File: config.mk
export PLATFORM = sky130hd
export DESIGN_NAME = overdue_timer_table_flat
export DESIGN_NICKNAME = d
export VERILOG_FILES = /design/src/otm_pkg.sv /design/src/otm_if.sv /design/src/otm_ram.sv /design/src/otm_late.sv /design/src/otm_seq.sv /design/src/overdue_timer_table.sv /design/src/flat_wrapper.sv
export SDC_FILE = /design/constraint.sdc
export NUM_CORES = 2
export LEC_CHECK = 0
export BUFFER_PORTS_ARGS = -buffer_cell sky130_fd_sc_hd__buf_2
export CELL_PAD_IN_SITES_DETAIL_PLACEMENT = 0
export CELL_PAD_IN_SITES_GLOBAL_PLACEMENT = 1
export CORE_UTILIZATION = 35
export CTS_BUF_LIST = sky130_fd_sc_hd__clkbuf_2
export DETAILED_ROUTE_END_ITERATION = 16
export PLACE_DENSITY_LB_ADDON = 0.1
export SYNTH_ARGS = -nofsm -noshare
export SYNTH_HDL_FRONTEND = slang
export SYNTH_SLANG_ARGS = --single-unit
export TNS_END_PERCENT = 50
File: constraint.sdc
create_clock -name clk -period 8.7 [get_ports clk]
set_input_delay 1.305 -clock clk [delete_from_list [all_inputs] [get_ports clk]]
set_output_delay 1.305 -clock clk [all_outputs]
set_load 0.05 [all_outputs]
File: src/otm_pkg.sv
// Shared types, codes and sizes for the overdue timer table.
package otm_pkg;

  localparam int CAPACITY = 16;
  localparam int TIME_W   = 32;
  localparam int DUR_W    = 32;
  localparam int ID_W     = 16;
  localparam int IDX_W    = $clog2(CAPACITY);
  localparam int CNT_W    = $clog2(CAPACITY + 1);

  typedef enum logic [1:0] {
    OP_ADD    = 2'd0,
    OP_TICK   = 2'd1,
    OP_SELECT = 2'd2,
    OP_POP    = 2'd3
  } op_t;

  typedef enum logic [1:0] {
    STS_OK    = 2'd0,
    STS_FULL  = 2'd1,
    STS_NONE  = 2'd2,
    STS_NOSEL = 2'd3
  } status_t;

  typedef enum logic [2:0] {
    S_IDLE,
    S_SCAN,
    S_SCAN_LAST,
    S_POP_RD,
    S_POP_WR,
    S_OUT_RD,
    S_OUT
  } seq_state_t;

  typedef struct packed {
    logic [ID_W-1:0]   effect;
    logic [ID_W-1:0]   entity;
    logic [TIME_W-1:0] start;
    logic [DUR_W-1:0]  wait_ticks;
  } entry_t;

  typedef struct packed {
    status_t         status;
    logic            top_valid;
    logic [ID_W-1:0] top_effect_id;
    logic [ID_W-1:0] top_entity_id;
  } res_t;

endpackage

File: src/otm_if.sv
// Request and result channel interfaces of the overdue timer table.
interface otm_in_if;
  logic        valid;
  logic        ready;
  logic [1:0]  op;
  logic [15:0] effect_id;
  logic [15:0] entity_id;
  logic [31:0] duration;

  modport source (output valid, op, effect_id, entity_id, duration, input ready);
  modport sink   (input valid, op, effect_id, entity_id, duration, output ready);
endinterface

interface otm_out_if;
  logic        valid;
  logic        ready;
  logic [1:0]  status;
  logic        top_valid;
  logic [15:0] top_effect_id;
  logic [15:0] top_entity_id;

  modport source (output valid, status, top_valid, top_effect_id, top_entity_id,
                  input ready);
  modport sink   (input valid, status, top_valid, top_effect_id, top_entity_id,
                  output ready);
endinterface

File: src/otm_ram.sv
// Generic single-write, single-read memory with registered read data.
module otm_ram #(
  parameter int DEPTH = 16,
  parameter int WIDTH = 96
) (
  input  logic                     clk,
  input  logic                     we,
  input  logic [$clog2(DEPTH)-1:0] waddr,
  input  logic [WIDTH-1:0]         wdata,
  input  logic [$clog2(DEPTH)-1:0] raddr,
  output logic [WIDTH-1:0]         rdata
);

  logic [WIDTH-1:0] mem [DEPTH];

  always_ff @(posedge clk) begin
    if (we) begin
      mem[waddr] <= wdata;
    end
    rdata <= mem[raddr];
  end

endmodule

File: src/otm_late.sv
// Shared lateness unit: elapsed time, overdue amount and compare with the best so far.
module otm_late
  import otm_pkg::*;
(
  input  logic [TIME_W-1:0] now_ticks,
  input  logic [TIME_W-1:0] start,
  input  logic [DUR_W-1:0]  wait_ticks,
  input  logic [TIME_W-1:0] best,
  output logic              better,
  output logic [TIME_W-1:0] late
);

  logic [TIME_W-1:0] elapsed;

  always_comb begin
    elapsed = now_ticks - start;
    late    = elapsed - wait_ticks;
    better  = (elapsed > wait_ticks) && (late > best);
  end

endmodule

File: src/otm_seq.sv
// Sequencer of the overdue timer table: ops, scan, compaction and result read.
module otm_seq
  import otm_pkg::*;
(
  input  logic       clk,
  input  logic       rst_n,
  otm_in_if.sink     in_ch,
  input  logic       res_ready,
  output logic       res_valid,
  output res_t       res
);

  seq_state_t        state_r, state_nxt;
  logic [TIME_W-1:0] now_r, now_nxt;
  logic [CNT_W-1:0]  used_r, used_nxt;
  logic [IDX_W-1:0]  chosen_r, chosen_nxt;
  logic              flag_r, flag_nxt;
  logic [IDX_W-1:0]  idx_r, idx_nxt;
  logic [IDX_W-1:0]  cmp_idx_r, cmp_idx_nxt;
  logic              pend_r, pend_nxt;
  logic [TIME_W-1:0] best_r, best_nxt;
  logic [IDX_W-1:0]  best_idx_r, best_idx_nxt;
  logic              found_r, found_nxt;
  status_t           status_r, status_nxt;

  logic              we;
  logic [IDX_W-1:0]  waddr;
  entry_t            wdata;
  logic [IDX_W-1:0]  raddr;
  entry_t            rdata;
  logic              better;
  logic [TIME_W-1:0] late;
  logic [CNT_W-1:0]  idx_ext;

  otm_ram #(
    .DEPTH (CAPACITY),
    .WIDTH ($bits(entry_t))
  ) u_ram (
    .clk   (clk),
    .we    (we),
    .waddr (waddr),
    .wdata (wdata),
    .raddr (raddr),
    .rdata (rdata)
  );

  otm_late u_late (
    .now_ticks  (now_r),
    .start      (rdata.start),
    .wait_ticks (rdata.wait_ticks),
    .best       (best_r),
    .better     (better),
    .late       (late)
  );

  always_ff @(posedge clk) begin
    if (!rst_n) begin
      state_r  <= S_IDLE;
      now_r    <= '0;
      used_r   <= '0;
      chosen_r <= '0;
      flag_r   <= 1'b0;
    end else begin
      state_r  <= state_nxt;
      now_r    <= now_nxt;
      used_r   <= used_nxt;
      chosen_r <= chosen_nxt;
      flag_r   <= flag_nxt;
    end
  end

  always_ff @(posedge clk) begin
    idx_r      <= idx_nxt;
    cmp_idx_r  <= cmp_idx_nxt;
    pend_r     <= pend_nxt;
    best_r     <= best_nxt;
    best_idx_r <= best_idx_nxt;
    found_r    <= found_nxt;
    status_r   <= status_nxt;
  end

  always_comb begin
    state_nxt    = state_r;
    now_nxt      = now_r;
    used_nxt     = used_r;
    chosen_nxt   = chosen_r;
    flag_nxt     = flag_r;
    idx_nxt      = idx_r;
    cmp_idx_nxt  = cmp_idx_r;
    pend_nxt     = pend_r;
    best_nxt     = best_r;
    best_idx_nxt = best_idx_r;
    found_nxt    = found_r;
    status_nxt   = status_r;
    we           = 1'b0;
    waddr        = idx_r;
    wdata        = rdata;
    raddr        = chosen_r;
    in_ch.ready  = 1'b0;
    res_valid    = 1'b0;
    idx_ext      = {1'b0, idx_r};

    res.status        = status_r;
    res.top_valid     = flag_r && ({1'b0, chosen_r} < used_r);
    res.top_effect_id = res.top_valid ? rdata.effect : '0;
    res.top_entity_id = res.top_valid ? rdata.entity : '0;

    case (state_r)
      S_IDLE: begin
        in_ch.ready = 1'b1;
        if (in_ch.valid) begin
          status_nxt = STS_OK;
          state_nxt  = S_OUT_RD;
          case (op_t'(in_ch.op))
            OP_ADD: begin
              if (used_r == CNT_W'(CAPACITY)) begin
                status_nxt = STS_FULL;
              end else begin
                we               = 1'b1;
                waddr            = used_r[IDX_W-1:0];
                wdata.effect     = in_ch.effect_id;
                wdata.entity     = in_ch.entity_id;
                wdata.start      = now_r;
                wdata.wait_ticks = in_ch.duration;
                used_nxt         = used_r + 1'b1;
              end
            end
            OP_TICK: begin
              now_nxt = now_r + 1'b1;
            end
            OP_SELECT: begin
              best_nxt  = '0;
              found_nxt = 1'b0;
              idx_nxt   = '0;
              pend_nxt  = 1'b0;
              if (used_r == '0) begin
                status_nxt = STS_NONE;
              end else begin
                state_nxt = S_SCAN;
              end
            end
            OP_POP: begin
              if (!flag_r || ({1'b0, chosen_r} >= used_r)) begin
                status_nxt = STS_NOSEL;
              end else begin
                idx_nxt   = chosen_r;
                state_nxt = S_POP_RD;
              end
            end
            default: begin
              status_nxt = STS_OK;
            end
          endcase
        end
      end

      S_SCAN: begin
        // Issue the read of the next entry while judging the previous one.
        raddr       = idx_r;
        pend_nxt    = 1'b1;
        cmp_idx_nxt = idx_r;
        if (pend_r && better) begin
          best_nxt     = late;
          best_idx_nxt = cmp_idx_r;
          found_nxt    = 1'b1;
        end
        if (idx_ext + 1'b1 == used_r) begin
          state_nxt = S_SCAN_LAST;
        end else begin
          idx_nxt = idx_r + 1'b1;
        end
      end

      S_SCAN_LAST: begin
        state_nxt = S_OUT_RD;
        if (found_r || better) begin
          chosen_nxt = better ? cmp_idx_r : best_idx_r;
          flag_nxt   = 1'b1;
          status_nxt = STS_OK;
        end else begin
          status_nxt = STS_NONE;
        end
      end

      S_POP_RD: begin
        if (idx_ext + 1'b1 < used_r) begin
          raddr     = idx_r + 1'b1;
          state_nxt = S_POP_WR;
        end else begin
          used_nxt   = used_r - 1'b1;
          flag_nxt   = 1'b0;
          chosen_nxt = '0;
          status_nxt = STS_OK;
          state_nxt  = S_OUT_RD;
        end
      end

      S_POP_WR: begin
        // Move the following entry down one place.
        we        = 1'b1;
        waddr     = idx_r;
        wdata     = rdata;
        idx_nxt   = idx_r + 1'b1;
        state_nxt = S_POP_RD;
      end

      S_OUT_RD: begin
        state_nxt = S_OUT;
      end

      S_OUT: begin
        if (res_ready) begin
          res_valid = 1'b1;
          state_nxt = S_IDLE;
        end
      end

      default: begin
        state_nxt = S_IDLE;
      end
    endcase
  end

endmodule

File: src/overdue_timer_table.sv
// Top level of the overdue timer table: sequencer plus result output register.
//
//   channel  | direction | handshake      | payload
//   in_ch    | in        | valid / ready  | op, effect_id, entity_id, duration
//   out_ch   | out       | valid / ready  | status, top_valid, top_effect_id,
//            |           |                | top_entity_id
//
// Request flow: add and tick go straight to the result read; select scans the
// table one entry per cycle through the shared lateness unit (no scan on an empty
// table); pop moves each entry behind the marked one down one place, each moved entry
// needing a read and a write on the single table memory port pair, and leaves the
// table as it is when nothing is marked.
// Reset (rst_n low at a clock edge) clears time, fill count and the mark at once;
// table contents are left as they are and are never read beyond the fill count.
// A result waits in the output register; the next request is taken meanwhile
// and held in its final state only if the output register is still full.
module overdue_timer_table
  import otm_pkg::*;
(
  input  logic       clk,
  input  logic       rst_n,
  otm_in_if.sink     in_ch,
  otm_out_if.source  out_ch
);

  logic res_valid;
  logic res_ready;
  res_t res;
  logic out_valid_r, out_valid_nxt;
  res_t out_r;

  // Sequencer owns the request side and all table state.
  otm_seq u_seq (
    .clk       (clk),
    .rst_n     (rst_n),
    .in_ch     (in_ch),
    .res_ready (res_ready),
    .res_valid (res_valid),
    .res       (res)
  );

  // Output register is free when empty or being drained this cycle.
  assign res_ready = !out_valid_r || out_ch.ready;

  always_comb begin
    out_valid_nxt = out_valid_r;
    if (res_valid) begin
      out_valid_nxt = 1'b1;
    end else if (out_ch.ready) begin
      out_valid_nxt = 1'b0;
    end
  end

  always_ff @(posedge clk) begin
    if (!rst_n) begin
      out_valid_r <= 1'b0;
    end else begin
      out_valid_r <= out_valid_nxt;
    end
  end

  // Hold the payload until a new result replaces it.
  always_ff @(posedge clk) begin
    if (res_valid) begin
      out_r <= res;
    end
  end

  assign out_ch.valid         = out_valid_r;
  assign out_ch.status        = out_r.status;
  assign out_ch.top_valid     = out_r.top_valid;
  assign out_ch.top_effect_id = out_r.top_effect_id;
  assign out_ch.top_entity_id = out_r.top_entity_id;

endmodule
File: src/flat_wrapper.sv
// flat-port wrapper written by rule: the top's interface ports become plain ports
module overdue_timer_table_flat import otm_pkg::*;
  (clk, rst_n, in_ch_valid, in_ch_op, in_ch_effect_id, in_ch_entity_id, in_ch_duration, in_ch_ready, out_ch_valid, out_ch_status, out_ch_top_valid, out_ch_top_effect_id, out_ch_top_entity_id, out_ch_ready);
  otm_in_if in_ch_i ();
  otm_out_if out_ch_i ();
  input  logic clk;
  input  logic rst_n;
  input wire logic [$bits(in_ch_i.valid)-1:0] in_ch_valid;
  input wire logic [$bits(in_ch_i.op)-1:0] in_ch_op;
  input wire logic [$bits(in_ch_i.effect_id)-1:0] in_ch_effect_id;
  input wire logic [$bits(in_ch_i.entity_id)-1:0] in_ch_entity_id;
  input wire logic [$bits(in_ch_i.duration)-1:0] in_ch_duration;
  output wire logic [$bits(in_ch_i.ready)-1:0] in_ch_ready;
  output wire logic [$bits(out_ch_i.valid)-1:0] out_ch_valid;
  output wire logic [$bits(out_ch_i.status)-1:0] out_ch_status;
  output wire logic [$bits(out_ch_i.top_valid)-1:0] out_ch_top_valid;
  output wire logic [$bits(out_ch_i.top_effect_id)-1:0] out_ch_top_effect_id;
  output wire logic [$bits(out_ch_i.top_entity_id)-1:0] out_ch_top_entity_id;
  input wire logic [$bits(out_ch_i.ready)-1:0] out_ch_ready;
  assign in_ch_i.valid = in_ch_valid;
  assign in_ch_i.op = in_ch_op;
  assign in_ch_i.effect_id = in_ch_effect_id;
  assign in_ch_i.entity_id = in_ch_entity_id;
  assign in_ch_i.duration = in_ch_duration;
  assign in_ch_ready = in_ch_i.ready;
  assign out_ch_valid = out_ch_i.valid;
  assign out_ch_status = out_ch_i.status;
  assign out_ch_top_valid = out_ch_i.top_valid;
  assign out_ch_top_effect_id = out_ch_i.top_effect_id;
  assign out_ch_top_entity_id = out_ch_i.top_entity_id;
  assign out_ch_i.ready = out_ch_ready;
  overdue_timer_table u_core (.clk(clk), .rst_n(rst_n), .in_ch(in_ch_i), .out_ch(out_ch_i));
endmodule
==> flow_metrics.env <==
export IMPL_crit_arrival_ns=9.13
export IMPL_synth_cells=5558
export IMPL_outcome="finished, final reports clean"
export IMPL_yosysTopAreaCellShare_pct=67.6
export IMPL_critical_path_endpoint_type="register"
export IMPL_pwr_share_seq_pct=37.1
export IMPL_grt_max_degree=181
export IMPL_setup_violations=0
export IMPL_rsz0062_at_grt="no"
export IMPL_finalSetupTns_ns=0
export IMPL_worstSetupPathDepth=32
export IMPL_cp_top_family="compound AO/OA/AOI/OAI gates"
export IMPL_place_congestion=0.793
export IMPL_finalMaxSlewViolations=0
export IMPL_crit_fanout=25
export IMPL_max_freq_mhz=132
export IMPL_synthFlopType="edfxtp_1"
export IMPL_initial_core_util_pct=35.2
export IMPL_vias=47104
export IMPL_power_internal_mw=18.0
export IMPL_relSlewSlack_pct=11.5
export IMPL_cp_startpoint="u_core.u_seq.now_r[0]$_SDFFE_PN0P_"
export IMPL_vias_per_cell=5.18
export IMPL_worstRegToRegCells=32
export IMPL_path_clk_slew_ns=0.11
export IMPL_dieArea_um2=207000
export IMPL_final_layout_size_suffix_gt1_share_pct=17.3
export IMPL_yosys_area_top_type="edfxtp_1"
export IMPL_antenna_found_initial=4
export IMPL_cp_start_kind="register"
export IMPL_r2r_start="u_core.u_seq.now_r[0]$_SDFFE_PN0P_"
export IMPL_cts_setup_buffers=0
export IMPL_synthTopCellsByArea="edfxtp_1, nand2_1, a21oi_1"
export IMPL_fin_ws_ns=1.11
export IMPL_antenna_left=0
export IMPL_synthArstFlopShare_pct=0
export IMPL_io_pins=107
export IMPL_critPathMostFrequentCell="ha_1"
export IMPL_r2r_setup_slack_ns=1.11
export IMPL_die_x_um=455
export IMPL_fin_skew_ns=0.161
export IMPL_drt_first_pass_iters=5
export IMPL_ir_worst_vdd_mv=0.474
export IMPL_min_period_ns=7.59
export IMPL_synth_enable_flop_cells=1619
export IMPL_clock_latency_ns=1.99
export IMPL_worstSetupPathType="register to register"
export IMPL_cts_max_path_buffers=4
export IMPL_powerDensity_nw_per_um2=385
export IMPL_power_switching_mw=13.2
export IMPL_p_sw_share_pct=42.4
export IMPL_grt_pass1_wl_um=317000
export IMPL_core_area_um2=204000
export IMPL_dp_hpwl_um=109000
export IMPL_power_frac_clock_pct=18.7
export IMPL_clock_sinks=1761
export IMPL_gr_total_overflow=0
export IMPL_h_tree_depth=5
export IMPL_post_synth_cell_area_avg_um2=12.9
export IMPL_grt_pass1_vias=46769
export IMPL_crit_path_max_incr_delay_ns=0.44
export IMPL_hold_viol=0
export IMPL_yosysWarnings=0
export IMPL_regToRegEndpoint="u_core.u_seq.best_r[1]$_SDFFCE_PN0P_"
export IMPL_finalNetCount=6190
export IMPL_syn_num_nets=5740
export IMPL_maxCapViolCount=0
export IMPL_drc=0
export IMPL_pre_cts_ws_ns=1.13
export IMPL_p_comb_share_pct=44.3
export IMPL_drt_iter0_markers=3647
export IMPL_areaGrowthSynthToFinish_pct=12.7
export IMPL_leakage_nw=28.1
export IMPL_cp_required_ns=10.24
export IMPL_min_path_type="primary input to register"
export IMPL_routed_wl_um=219000
export IMPL_seq_area_frac_synth_pct=71.5
export IMPL_fin_crit_sh_pct=87.2
export IMPL_ys_ff_latch=1761
export IMPL_n_fill_cell=19906
export IMPL_rows=166
export IMPL_numCtsBuffers=471
export IMPL_post_drt_wl_per_cell_um=24.1
export IMPL_synth_cell_types=81
export IMPL_worstMarginPinSlew_ns=1.33
export IMPL_globalRouteTotalUtil_pct=20.8
export IMPL_cp_slowest_cell="dfxtp_1"
export IMPL_cp_endpoint="u_core.u_seq.best_r[1]$_SDFFCE_PN0P_"
export IMPL_fin_util_pct=39.7
export IMPL_syn_cell_area_um2=71900
export IMPL_cts_tree="yes"
export IMPL_portBuffers=106
export IMPL_die_y_um=455
export IMPL_crit_buf_inv=3
export IMPL_clockRootBuffer="clkbuf_2"
[worst register-to-register path: cells and delay by family, from the launching register on]
family,cells,cell delay [ns]
AOI/OAI and AO/OA,15,3.34
xor gates and xnor gates,2,0.25
buffers and inverters,3,0.63
adders and majority gates,4,1.33
DFF,1,0.44
and+or+nand+nor,8,1.24
[layer usage]
layer,global-route usage [%],vias to the layer above,wire length (um)
met5,0,-,0
met4,6.11,0,4160
met3,3.22,353,9400
met2,33.4,1153,103000
met1,29.1,23698,102000
li1,-,21900,-
[metrics by stage]
stage	total power, mW	instance area (um^2)	hold WS, ns	instances
after floorplan	20.9	71900	0.400	5558
after global placement	25.8	76100	0.409	8154
after detailed placement	25.8	76100	0.405	8154
after CTS	31.7	81100	0.0881	9069
after global routing	33.5	81100	0.148	9081
final	31.2	81100	0.336	9085
[worst min path at each step]
| stage | cells after the start | end | startpoint |
|---|---|---|---|
| after floorplan | 0 | u_core.out_ch.status[0]$_DFFE_PP_ | u_core.u_seq.status_r[0]$_DFFE_PP_ |
| after global placement | 0 | u_core.out_ch.status[0]$_DFFE_PP_ | u_core.u_seq.status_r[0]$_DFFE_PP_ |
| after detailed placement | 0 | u_core.out_ch.status[0]$_DFFE_PP_ | u_core.u_seq.status_r[0]$_DFFE_PP_ |
| after CTS | 3 | u_core.u_seq.u_ram.mem[8][23]$_DFFE_PP_ | in_ch_duration[23] |
| after global routing | 3 | u_core.u_seq.u_ram.mem[0][15]$_DFFE_PP_ | in_ch_duration[15] |
| final | 3 | u_core.u_seq.u_ram.mem[1][23]$_DFFE_PP_ | in_ch_duration[23] |
[cell usage after synthesis, types with 3 or more instances]
cell type,instances
nand3b_1,5
o2111ai_1,3
buf_2,96
mux2_2,35
fa_1,3
and2_1,69
a211oi_1,10
o2bb2ai_1,5
nor2_1,106
nand2_1,1189
o21ai_0,98
nor3b_1,4
o21a_1,15
buf_1,35
clkbuf_1,204
a21o_1,36
o22ai_1,9
a21oi_1,833
and4_1,3
edfxtp_1,1619
and3_1,16
nand4_1,21
a22oi_1,385
nor2b_1,15
or4_1,3
o211ai_1,4
a21oi_2,3
a31oi_1,17
o311ai_1,97
nor3_1,12
or2_2,5
o21bai_1,8
dfxtp_1,142
xnor2_1,53
nand3_1,28
nand2b_1,11
mux2i_1,12
a22o_1,3
xor2_1,35
or3_1,9
o21ai_1,13
ha_1,109
inv_1,126
nand2_2,4
[registers in the layout (all words and copies together) (netlist names)]
register and cells:
u_core.u_seq.status_r 2, u_core.u_seq.used_r 5, u_core.u_seq.best_r 32, u_core.u_seq.chosen_r 4
u_core.u_seq.pend_r 1, u_core.u_seq.state_r 3, u_core.u_seq.u_ram.rdata 96, u_core.u_seq.found_r 1
u_core.u_seq.u_ram.mem 1536, u_core.u_seq.cmp_idx_r 4, u_core.out_ch.top_valid 1, u_core.u_seq.flag_r 1
u_core.u_seq.idx_r 4, u_core.out_ch.status 2, u_core.out_ch.top_effect_id 16, u_core.out_ch.top_entity_id 16
u_core.u_seq.now_r 32, u_core.u_seq.best_idx_r 4, u_core.out_ch.valid 1
[kinds of logic (layout without fill, tap and decap cells)]
logic type	Yosys count	after routing	share of synthesized area (%)
other cells	0	16	0
simple gates	1518	1518	8.76
mux	47	47	0.715
xor+xnor	88	88	1.07
fa+ha+maj	112	112	1.98
compound gates	1570	1570	13.4
flops	1761	1761	71.5
buf+inv	462	1285	2.58
[cells in the final DEF, fill, tap and decap left out, types with 12 or more instances in the layout]
cell and n:
a21o_1 35, a21oi_1 833, a22oi_1 385, a31oi_1 17, and2_1 68, and3_1 16
buf_12 36, buf_2 106, buf_4 101, clkbuf_2 756, clkinv_1 74, dfxtp_1 142
diode_2 16, dlygate4sd3_1 69, edfxtp_1 1619, ha_1 109, inv_1 126, mux2_2 35
mux2i_1 12, nand2_1 1188, nand3_1 28, nand4_1 21, nor2_1 88, nor2_4 20
nor2b_1 14, nor3_1 12, o21a_1 14, o21ai_0 92, o21ai_1 19, o311ai_1 97
xnor2_1 53, xor2_1 35
[power by group through the flow]
stage / clock, mW / sequential (mW) / combinational (mW)
2_1_floorplan: 0 / 11.8 / 9.10
3_3_place_gp: 0 / 11.8 / 14.0
3_5_place_dp: 0 / 11.8 / 14.0
4_1_cts: 6.07 / 11.6 / 14.1
5_1_grt: 6.46 / 11.6 / 15.4
6_report: 5.84 / 11.6 / 13.8
[area by class of cell]
class,instances,area (um^2),share of cell area (%)
clock buffers,756,3780,4.66
clock inverters,90,459,0.566
diodes,16,40.0,0.0494
inverters,127,477,0.588
well taps,2688,3360,4.15
repair buffers,312,2700,3.33
flip-flops and latches,1761,51500,63.4
multi-input cells,3335,18800,23.2
[timing repair]
item	4_1_cts	5_1_grt
hold buffers	69	0
setup endpoints to repair	0	0
hold endpoints to repair	1014	0
gates resized for setup	0	0
Power figures use the tool's default switching activity.
